[src/rtl/core/urr_pkg.sv]
// Shared types and constants for the serial receive ring.
package urr_pkg;

  // Item codes
  typedef enum logic [1:0] {
    OpByte    = 2'd0,
    OpPop     = 2'd1,
    OpError   = 2'd2,
    OpService = 2'd3
  } opcode_e;

  localparam logic [15:0] RetryResetMs = 16'd10;

  // Status that the control logic presents to the result ports
  typedef struct packed {
    logic [31:0] overflow_total;
    logic [31:0] error_total;
    logic        receiving;
    logic        suspended;
  } status_t;

endpackage

[src/rtl/core/urr_ram.sv]
// Generic single-write, single-read synchronous RAM with registered read data.
module urr_ram #(
  parameter int Width = 8,
  parameter int Depth = 128
) (
  input  logic                     clk_i,
  input  logic                     we_i,
  input  logic [$clog2(Depth)-1:0] waddr_i,
  input  logic [Width-1:0]         wdata_i,
  input  logic                     re_i,
  input  logic [$clog2(Depth)-1:0] raddr_i,
  output logic [Width-1:0]         rdata_o
);

  logic [Width-1:0] mem_q [Depth];
  logic [Width-1:0] rdata_q;

  always_ff @(posedge clk_i) begin
    if (we_i) begin
      mem_q[waddr_i] <= wdata_i;
    end
    if (re_i) begin
      rdata_q <= mem_q[raddr_i];
    end
  end

  assign rdata_o = rdata_q;

endmodule

[src/rtl/core/urr_ctrl.sv]
// Ring pointers, counters, receiver arm and retry state, and RAM access control.
module urr_ctrl #(
  parameter int RingDepth = 128
) (
  input  logic                         clk_i,
  input  logic                         rst_ni,
  input  logic                         cfg_we_i,
  input  logic [15:0]                  cfg_wdata_i,
  input  logic                         accept_i,
  input  urr_pkg::opcode_e             opcode_i,
  input  logic [31:0]                  now_ms_i,
  input  logic                         enabled_i,
  output logic                         ram_we_o,
  output logic [$clog2(RingDepth)-1:0] ram_waddr_o,
  output logic                         ram_re_o,
  output logic [$clog2(RingDepth)-1:0] ram_raddr_o,
  output logic                         pop_valid_o,
  output urr_pkg::status_t             status_o
);

  localparam int IdxW = $clog2(RingDepth);
  localparam logic [IdxW-1:0] LastIdx = IdxW'(RingDepth - 1);

  logic [15:0]     interval_q;
  logic [IdxW-1:0] wr_idx_q, wr_idx_d, rd_idx_q, rd_idx_d;
  logic [31:0]     ovf_q, ovf_d, err_q, err_d, deadline_q, deadline_d;
  logic            waiting_q, waiting_d, held_q, held_d, armed_q, armed_d;
  logic            pop_valid_q, pop_valid_d;
  logic [IdxW-1:0] wr_next, rd_next;
  logic [31:0]     since_deadline;

  assign wr_next = (wr_idx_q == LastIdx) ? '0 : wr_idx_q + 1'b1;
  assign rd_next = (rd_idx_q == LastIdx) ? '0 : rd_idx_q + 1'b1;
  assign since_deadline = now_ms_i - deadline_q;

  always_comb begin
    wr_idx_d    = wr_idx_q;
    rd_idx_d    = rd_idx_q;
    ovf_d       = ovf_q;
    err_d       = err_q;
    deadline_d  = deadline_q;
    waiting_d   = waiting_q;
    held_d      = held_q;
    armed_d     = armed_q;
    pop_valid_d = 1'b0;
    ram_we_o    = 1'b0;
    ram_re_o    = 1'b0;
    if (accept_i) begin
      unique case (opcode_i)
        urr_pkg::OpByte: begin
          if (armed_q) begin
            if (wr_next == rd_idx_q) begin
              ovf_d = ovf_q + 32'd1;
            end else begin
              ram_we_o = 1'b1;
              wr_idx_d = wr_next;
            end
            waiting_d = 1'b0;
          end
        end
        urr_pkg::OpPop: begin
          if (rd_idx_q != wr_idx_q) begin
            ram_re_o    = 1'b1;
            pop_valid_d = 1'b1;
            rd_idx_d    = rd_next;
          end
        end
        urr_pkg::OpError: begin
          if (armed_q) begin
            err_d      = err_q + 32'd1;
            armed_d    = 1'b0;
            waiting_d  = 1'b1;
            deadline_d = now_ms_i + {16'd0, interval_q};
          end
        end
        urr_pkg::OpService: begin
          if (!enabled_i) begin
            if (!held_q) begin
              armed_d   = 1'b0;
              held_d    = 1'b1;
              waiting_d = 1'b1;
            end
          end else begin
            if (held_q) begin
              held_d     = 1'b0;
              deadline_d = now_ms_i;
            end
            // Leaving suspension puts the deadline at now, so it is reached at once
            if (waiting_q && (held_q || !since_deadline[31])) begin
              armed_d   = 1'b1;
              waiting_d = 1'b0;
            end
          end
        end
        default: ;
      endcase
    end
  end

  always_ff @(posedge clk_i or negedge rst_ni) begin
    if (!rst_ni) begin
      interval_q  <= urr_pkg::RetryResetMs;
      wr_idx_q    <= '0;
      rd_idx_q    <= '0;
      ovf_q       <= '0;
      err_q       <= '0;
      deadline_q  <= '0;
      waiting_q   <= 1'b0;
      held_q      <= 1'b0;
      armed_q     <= 1'b1;
      pop_valid_q <= 1'b0;
    end else begin
      if (cfg_we_i) begin
        interval_q <= cfg_wdata_i;
      end
      wr_idx_q    <= wr_idx_d;
      rd_idx_q    <= rd_idx_d;
      ovf_q       <= ovf_d;
      err_q       <= err_d;
      deadline_q  <= deadline_d;
      waiting_q   <= waiting_d;
      held_q      <= held_d;
      armed_q     <= armed_d;
      pop_valid_q <= pop_valid_d;
    end
  end

  assign ram_waddr_o = wr_idx_q;
  assign ram_raddr_o = rd_idx_q;
  assign pop_valid_o = pop_valid_q;

  assign status_o.overflow_total = ovf_q;
  assign status_o.error_total    = err_q;
  assign status_o.receiving      = armed_q;
  assign status_o.suspended      = held_q;

endmodule

[src/rtl/core/uart_receive_ring_with_error_retry_unit.sv]
// Top level of the serial receive ring with line-error retry and suspend.
// Each item's result appears on done_o in the cycle after start_i is taken.
// Throughput: one item per cycle; busy_o stays low, the ring RAM does at most one access.
// A pop reads the ring RAM at acceptance; its registered read data forms pop_byte_o.
// Reset (rst_ni low, asynchronous) empties the ring, clears counters, arms the receiver
// and loads a 10 ms retry interval; RAM contents are left as they are.
// The receiver cannot stall: it must take each result in the cycle shown; not enforced.
module uart_receive_ring_with_error_retry_unit #(
  parameter int RING_DEPTH = 128
) (
  input  logic        clk_i,
  input  logic        rst_ni,
  input  logic        cfg_we_i,
  input  logic [15:0] cfg_wdata_i,
  input  logic        start_i,
  output logic        busy_o,
  input  logic [1:0]  opcode_i,
  input  logic [7:0]  rx_byte_i,
  input  logic [31:0] now_ms_i,
  input  logic        enabled_i,
  output logic        done_o,
  output logic        pop_valid_o,
  output logic [7:0]  pop_byte_o,
  output logic [31:0] overflow_total_o,
  output logic [31:0] error_total_o,
  output logic        receiving_o,
  output logic        is_suspended_o
);

  localparam int IdxW = $clog2(RING_DEPTH);

  logic             accept;
  logic             done_q;
  logic             ram_we, ram_re;
  logic [IdxW-1:0]  ram_waddr, ram_raddr;
  logic [7:0]       ram_rdata;
  logic             pop_valid;
  urr_pkg::status_t status;

  // Every item completes in one step, so never hold off the sender
  assign busy_o = 1'b0;
  assign accept = start_i && !busy_o;

  urr_ctrl #(
    .RingDepth (RING_DEPTH)
  ) u_ctrl (
    .clk_i       (clk_i),
    .rst_ni      (rst_ni),
    .cfg_we_i    (cfg_we_i),
    .cfg_wdata_i (cfg_wdata_i),
    .accept_i    (accept),
    .opcode_i    (urr_pkg::opcode_e'(opcode_i)),
    .now_ms_i    (now_ms_i),
    .enabled_i   (enabled_i),
    .ram_we_o    (ram_we),
    .ram_waddr_o (ram_waddr),
    .ram_re_o    (ram_re),
    .ram_raddr_o (ram_raddr),
    .pop_valid_o (pop_valid),
    .status_o    (status)
  );

  // Byte ring: write at the write index, read at the read index
  urr_ram #(
    .Width (8),
    .Depth (RING_DEPTH)
  ) u_ring (
    .clk_i   (clk_i),
    .we_i    (ram_we),
    .waddr_i (ram_waddr),
    .wdata_i (rx_byte_i),
    .re_i    (ram_re),
    .raddr_i (ram_raddr),
    .rdata_o (ram_rdata)
  );

  // Result strobe: registered, high in the cycle after each accepted item
  always_ff @(posedge clk_i or negedge rst_ni) begin
    if (!rst_ni) begin
      done_q <= 1'b0;
    end else begin
      done_q <= accept;
    end
  end

  assign done_o           = done_q;
  assign pop_valid_o      = pop_valid;
  // Drop stale read data unless this item returned a byte
  assign pop_byte_o       = pop_valid ? ram_rdata : 8'd0;
  assign overflow_total_o = status.overflow_total;
  assign error_total_o    = status.error_total;
  assign receiving_o      = status.receiving;
  assign is_suspended_o   = status.suspended;

`ifndef NO_ASSERTIONS
  a_done_follows_accept: assert property (@(posedge clk_i) disable iff (!rst_ni)
    accept |=> done_o) else $error("result strobe missing after accepted item");
  a_no_spurious_done: assert property (@(posedge clk_i) disable iff (!rst_ni)
    !accept |=> !done_o) else $error("result strobe without accepted item");
  a_pop_valid_in_result: assert property (@(posedge clk_i) disable iff (!rst_ni)
    pop_valid_o |-> done_o) else $error("pop valid outside a result");
  a_suspended_not_armed: assert property (@(posedge clk_i) disable iff (!rst_ni)
    is_suspended_o |-> !receiving_o) else $error("receiver armed while suspended");
  a_overflow_step: assert property (@(posedge clk_i) disable iff (!rst_ni)
    overflow_total_o != $past(overflow_total_o) |-> done_o)
    else $error("overflow count moved without an item");
`endif

endmodule

[config.mk]
export PLATFORM = sky130hd
export DESIGN_NAME = uart_receive_ring_with_error_retry_unit
export DESIGN_NICKNAME = d
export VERILOG_FILES = /design/src/rtl/core/urr_pkg.sv /design/src/rtl/core/urr_ram.sv /design/src/rtl/core/urr_ctrl.sv /design/src/rtl/core/uart_receive_ring_with_error_retry_unit.sv
export SDC_FILE = /design/constraint.sdc
export NUM_CORES = 2
export LEC_CHECK = 0
export BUFFER_PORTS_ARGS = -buffer_cell sky130_fd_sc_hd__buf_2
export CAP_MARGIN = 0
export CORE_UTILIZATION = 40
export CTS_BUF_LIST = sky130_fd_sc_hd__clkbuf_4
export DETAILED_ROUTE_END_ITERATION = 7
export PLACE_DENSITY = 0.6
export SYNTH_ARGS = -nofsm -noshare
export SYNTH_HDL_FRONTEND = slang
export SYNTH_SLANG_ARGS = --single-unit
[constraint.sdc]
create_clock -name clk_i -period 4.7 [get_ports clk_i]
set_input_delay 0.47 -clock clk_i [delete_from_list [all_inputs] [get_ports clk_i]]
set_output_delay 0.47 -clock clk_i [all_outputs]
set_load 0.02 [all_outputs]
Word-level counts from Yosys, hierarchy flattened:

Memories as Yosys holds them, arrays and structs flattened. A register that Yosys moved wholly into a read port is not among the register bits.
Cells that the tools add are included.
W data, S select, Z words.

* input bits: 63
* memories: 1
* logic and storage cells: 73
* bits in registers: 131
* output and inout port bits: 77
* bits in writable memories: 1024

Memory list
* u_ring.mem_q: words 128, width 8, read ports 1, clocked after Yosys merged registers in 1, wr ports 1, RTL line urr_ram.sv:15 `logic [Width-1:0] mem_q [Depth];`

* equality and inequality tests: 13
* multiplexer cells: 27
* add/sub/neg operators: 6
* reduce and logical (&&, ||, !) cells: 14
* bitwise gates (word level): 1

Operator list (count)
* $mux W32: 3
* $add A32 B1 Y32 const B: 2
* $pmux W32 S2: 1
* $add A32 B16 Y32: 1
* $sub A32 B32 Y32: 1
* $mux W1: 18
* $add A7 B1 Y7 const B: 2
* $eq A7 B7 Y1 const B: 2
* $mux W7: 2
* $reduce_and A4 Y1: 3
* $mux W8: 1
* $eq A7 B7 Y1: 1
* $ne A7 B7 Y1: 1
* $ne A2 B1 Y1 const B: 3
* $reduce_and A3 Y1: 2
* $reduce_and A6 Y1: 1
* $reduce_and A5 Y1: 1
* $eq A2 B2 Y1 const B: 2
* $ne A3 B2 Y1 const B: 1
* $ne A3 B3 Y1 const B: 1
* $pmux W1 S3: 1
* $reduce_bool A3 Y1: 1
* $eq A2 B1 Y1 const B: 1
* $logic_not A2 Y1: 1
* other kinds (8): 8

Depth between registers and ports, before layout:

* depth after elaboration: 9
* gate-level depth with buffers: 11
* mapped depth without buffers: 10

Modules after synthesis:

From an unflattened synthesis, not the netlist that was laid out.

* cell total of the unflattened synthesis: 2465
* area, all modules: 47620.7 µm²

By module, submodules not included
* urr_ram: times used 1, area an instance 39745.6 µm², seq. area each 30989.7 µm², cells an instance 1635
* urr_ctrl: times used 1, area an instance 7788.7 µm², seq. area each 3256.9 µm², cells an instance 819
* uart_receive_ring_with_error_retry_unit: times used 1, area an instance 86.3 µm², seq. area each 25.0 µm², cells an instance 11

Worst setup path after synthesis:

OpenSTA, ideal clock, no wires.

* kind: reg-to-reg
* start point: register u_ctrl.wr_idx_q[0], in the netlist u_ctrl.ram_waddr_o[0]
* end point: memory u_ring.mem_q[81][0] (enable)
* library setup time: 0.398 ns
* arrival time: 2.846 ns
* required time: 4.302 ns
* cell stages (with the launch flop): 10
* clock period less this slack: 3.244 ns
* path buffers: 1
* slack: 1.456 ns
* cell sequence: dfrtp_1 > ha_1 > and4_1 > buf_2 > a21o_1 > o221ai_2 > a2111oi_2 > nand2_1 > nand4_1 > nor4b_1

* longest elaborated chain between the ends: 9
* elaborated cells on any way between the ends: 10
* classes of those cells: add/sub (1); eq/ne (2); mux (7)

RTL lines
* start, declared: RTL line urr_ctrl.sv:25 `logic [IdxW-1:0] wr_idx_q, wr_idx_d, rd_idx_q, rd_idx_d;`
* start signal, assigned: RTL line urr_ctrl.sv:116 `wr_idx_q <= wr_idx_d;`
* $add A7 B1 Y7 or $eq A7 B7 Y1 (tied branches): RTL line urr_ctrl.sv:32 `assign wr_next = (wr_idx_q == LastIdx) ? '0 : wr_idx_q + 1'b1;`
* $mux W7: RTL line urr_ctrl.sv:32
* $eq A7 B7 Y1: RTL line urr_ctrl.sv:52 `if (wr_next == rd_idx_q) begin`
* $mux W1: RTL line urr_ctrl.sv:52
* $mux W1: RTL line urr_ctrl.sv:51 `if (armed_q) begin`
* $mux W1: RTL line urr_ctrl.sv:49 `unique case (opcode_i)`
* $mux W1: RTL line urr_ctrl.sv:48 `if (accept_i) begin`
* $mux W1: RTL line urr_ram.sv:19 `if (we_i) begin`
* $mux W1 (implied by the code): RTL line urr_ram.sv:20 `mem_q[waddr_i] <= wdata_i;`
* end, declared: RTL line urr_ram.sv:15

Several ways; a longest one is shown, not always the timed one.

Worst setup path in the final report:

* start point: register u_ctrl.wr_idx_q[1], in the netlist u_ctrl.ram_waddr_o[1]
* end point: memory u_ring.mem_q[32][6] (enable)

The elaborated chain is that of the path after synthesis.

==> results.cfg <==
[status]
status = finished clean

[timing]
hold_viol = 0
clock-skew-final_ps = 135.8
tightest_slew_ps = 1222
setup_ws_ps = 474.1
fin_crit_sh_pct = 89.91
setup_viol = 0
rsz0062_at_grt = false
maxSlewViolCount = 0
fmax_mhz = 236.6
max_slew_margin_pct = 18.56
tns_ps = 0
fin_crit_ps = 4226

[critical_path]
path_class = register to register
worstSetupEndpointType = register
reg2reg_slack_ps = 470
startpoint_type = register
critPathSlowestCell = nand3b_1
path_common_cell = nand2_1
critPathArrivalTime_ps = 4950
slowest_delay_ps = 690
path_max_fanout = 13
path_cells = ha_1, and4_1, nand2_1, a21oi_1, o22ai_1, nand2_1, nand3b_1, buf_4, nor2_1
critical_path_required_ps = 5420

[finish]
multiInputGateArea_mm2 = 0.01251
ff_latch_area_mm2 = 0.03428
drive_gt1_share_pct = 28.59
instances_no_fill = 4884
fin_nets = 3246
fillers = 10040
area_delta_synth_final_pct = 15.80
final_cell_area_mm2 = 0.05499
utilization_pct = 46.63

[global_route]
grt_pass1_wl_um = 178400
antenna_found_initial = 3
track_usage_pct = 19.77
grt_max_degree = 100
grt_pass1_vias = 28430
grt_overflow = 0

[logic_synthesis]
synth_edf_count = 1032
syn_nets = 2759
synth_cell_types = 69
synth_area_mm2 = 0.04748
ys_warn_count = 0
seq_area_frac_synth_pct = 72.17
syn_avg_cell_area_um2 = 17.95
async_flop_share_pct = 11.26
syn_inst = 2645
synth_flop_cell = edfxtp_1
ys_ff_latch = 1163

[placed_design]
dp_hpwl_um = 72560
place_area_mm2 = 0.05004
portBuffers = 138
dp_slack_ps = 644.2
gp_congestion = 0.8738
dp_cells = 4228

[route]
wl_per_cell_um = 24.17
viasPerCell = 5.574
drt_first_pass_iters = 6
drc = 0
dr.first_iter.drc_count = 2496
vias = 27220
antenna_left = 0
drt-total-wl_um = 118100

[floorplan]
core-area_mm2 = 0.1179
dieHeight_um = 346.5
io_pins = 140
die_area_mm2 = 0.1201
initial_utilization_pct = 40.27
die_x_um = 346.5
num_rows = 126

[min_path]
min_path_type = primary input to register

[power]
power.leakage_nw = 18.91
p_int_w = 0.01904
power.density_mw_per_mm2 = 495.1
swShare_pct = 30.07
power_frac_seq_pct = 43.4
pwr-share-clk_pct = 31.1
irDropWorstVdd_mv = 0.3833
combPwrFrac_pct = 25.6
p_sw_w = 0.008188

[clocking]
cts-root-buf = clkbuf_4
cts_buffer_depth = 4
tritoncts = yes
clk_latency_ps = 1220
numClockSinks = 1163
path_clk_slew_ps = 60
htreeDepth = 5
cts_made_buffers = 318

[run]
maxCapViolCount = 0
critical path: cells and delay by family, from the launching register on:
family	cells	cell delay (ps)
flip-flops	1	580
buffers and inverters	1	480
adder cells (fa/ha/maj)	1	320
AO/OA/AOI/OAI	2	430
AND/OR/NAND/NOR	5	1980
cell usage in the layout, fill, tap and decap left out, types with 8 or more instances in the layout:
cell type / instances
xor2_1: 32
nand3b_1: 11
a221oi_1: 36
a22oi_1: 20
buf_2: 129
dfrtp_1: 124
or3_1: 11
and3_1: 22
a31oi_1: 15
xnor2_1: 69
dlygate4sd3_1: 119
nor2_1: 181
a22o_1: 34
mux2_2: 36
inv_1: 46
nor3_1: 18
o211ai_1: 9
a221o_1: 8
buf_4: 47
edfxtp_1: 1032
nor2b_1: 18
clkbuf_4: 446
nand3_1: 48
clkinv_2: 12
o22ai_1: 26
ha_1: 50
mux4_2: 240
nand2_1: 126
a21o_1: 9
nand2b_1: 11
a21oi_1: 34
a211oi_1: 26
nand4_1: 23
and2_1: 15
clkinv_1: 66
mux2i_1: 50
o221ai_1: 18
o21ai_0: 41
kinds of logic (layout without fill, tap and decap cells):
group                      count (synthesis)  count (layout)  share of synthesized area, %
buffers and inverters                    184             883                         1.528
adders and majority gates                 51              51                         1.360
muxes                                    326             326                         13.29
DFF                                     1163            1163                         72.17
and+or+nand+nor                          515             515                         5.117
xor gates and xnor gates                 101             101                         1.863
other                                      1               5                      0.007897
AOI/OAI and AO/OA                        304             304                         4.659
final cells by class:
type,instances,share of cell area [%]
Inverter,47,0.3208
Multi-Input combinational cell,1298,22.75
Antenna cell,4,0.01820
Clock inverter,86,0.6758
Tap cell,1536,3.495
Sequential cell,1163,62.34
Timing Repair Buffer,304,4.307
Clock buffer,446,6.089
metal layers:
layer / vias to the layer above / wire length [um] / global-route usage, %
met3: 200 / 8400 / 4.652
met5: - / 0 / 0
met1: 14000 / 49680 / 26.42
met2: 1204 / 57480 / 31.79
met4: 0 / 2507 / 6.673
li1: 11820 / - / -
stage by stage:
stage          total power (W)  hold WS [ps]
6_report               0.02723         228.4
5_1_grt                0.02848         171.5
4_1_cts                0.02752         39.15
3_5_place_dp           0.01886         454.2
3_3_place_gp           0.01878         455.4
2_1_floorplan          0.01666         174.4
worst paths after layout:
path                                  startpoint                    end  depth (start not counted)
setup / recovery           u_ctrl.ram_waddr_o[1]    u_ring.mem_q[32][6]                          9
hold / removal                      now_ms_i[11]  u_ctrl.deadline_q[11]                          4
setup reg to reg           u_ctrl.ram_waddr_o[1]    u_ring.mem_q[32][6]                          9
hold reg to reg                 u_ctrl.err_q[31]       u_ctrl.err_q[31]                          1
max in group asynchronous                 rst_ni  u_ctrl.ram_raddr_o[0]                          4
min in group asynchronous                 rst_ni         u_ctrl.armed_q                          3
Yosys cell counts, types with 20 or more instances:
| cell | instances | area share, % |
|---|---|---|
| a211oi_1 | 26 | 0.41 |
| a22oi_1 | 20 | 0.32 |
| buf_2 | 25 | 0.26 |
| mux2i_1 | 50 | 1.1 |
| o21ai_0 | 41 | 0.43 |
| mux4_2 | 240 | 11 |
| a22o_1 | 34 | 0.63 |
| nor2_1 | 183 | 1.4 |
| dfrtp_1 | 128 | 6.7 |
| clkbuf_1 | 87 | 0.69 |
| nand4_1 | 23 | 0.30 |
| edfxtp_1 | 1032 | 65 |
| ha_1 | 50 | 1.3 |
| mux2_2 | 36 | 0.85 |
| o22ai_1 | 26 | 0.34 |
| and3_1 | 22 | 0.29 |
| xor2_1 | 32 | 0.59 |
| buf_1 | 24 | 0.19 |
| xnor2_1 | 69 | 1.3 |
| a221oi_1 | 36 | 0.66 |
| nand3_1 | 48 | 0.51 |
| nand2_1 | 126 | 1.0 |
| a21oi_1 | 34 | 0.36 |
| inv_1 | 46 | 0.36 |
flip-flops by register name, indices dropped and copies added, names as in the netlist, 7 cells and up:
register	count
u_ctrl.interval_q	16
u_ctrl.deadline_q	32
u_ctrl.ovf_q	32
u_ctrl.ram_waddr_o	7
u_ctrl.ram_raddr_o	7
u_ring.rdata_o	8
u_ring.mem_q	1024
u_ctrl.err_q	32
power by group through the flow:
stage	combinational [W]	clock, W	sequential (W)
after floorplan	0.00485	0	0.0118
after detailed placement	0.00684	0	0.0120
after global routing	0.00740	0.00925	0.0118
final	0.00696	0.00847	0.0118
after CTS	0.00699	0.00873	0.0118
after global placement	0.00678	0	0.0120
what timing repair did:
| action | CTS | global route |
|---|---|---|
| gates resized for setup | 0 | 0 |
| setup buffers | 0 | 0 |
| hold buffers | 120 | 0 |
| hold endpoints to repair | 731 | 0 |
Power figures use the tool's default switching activity.
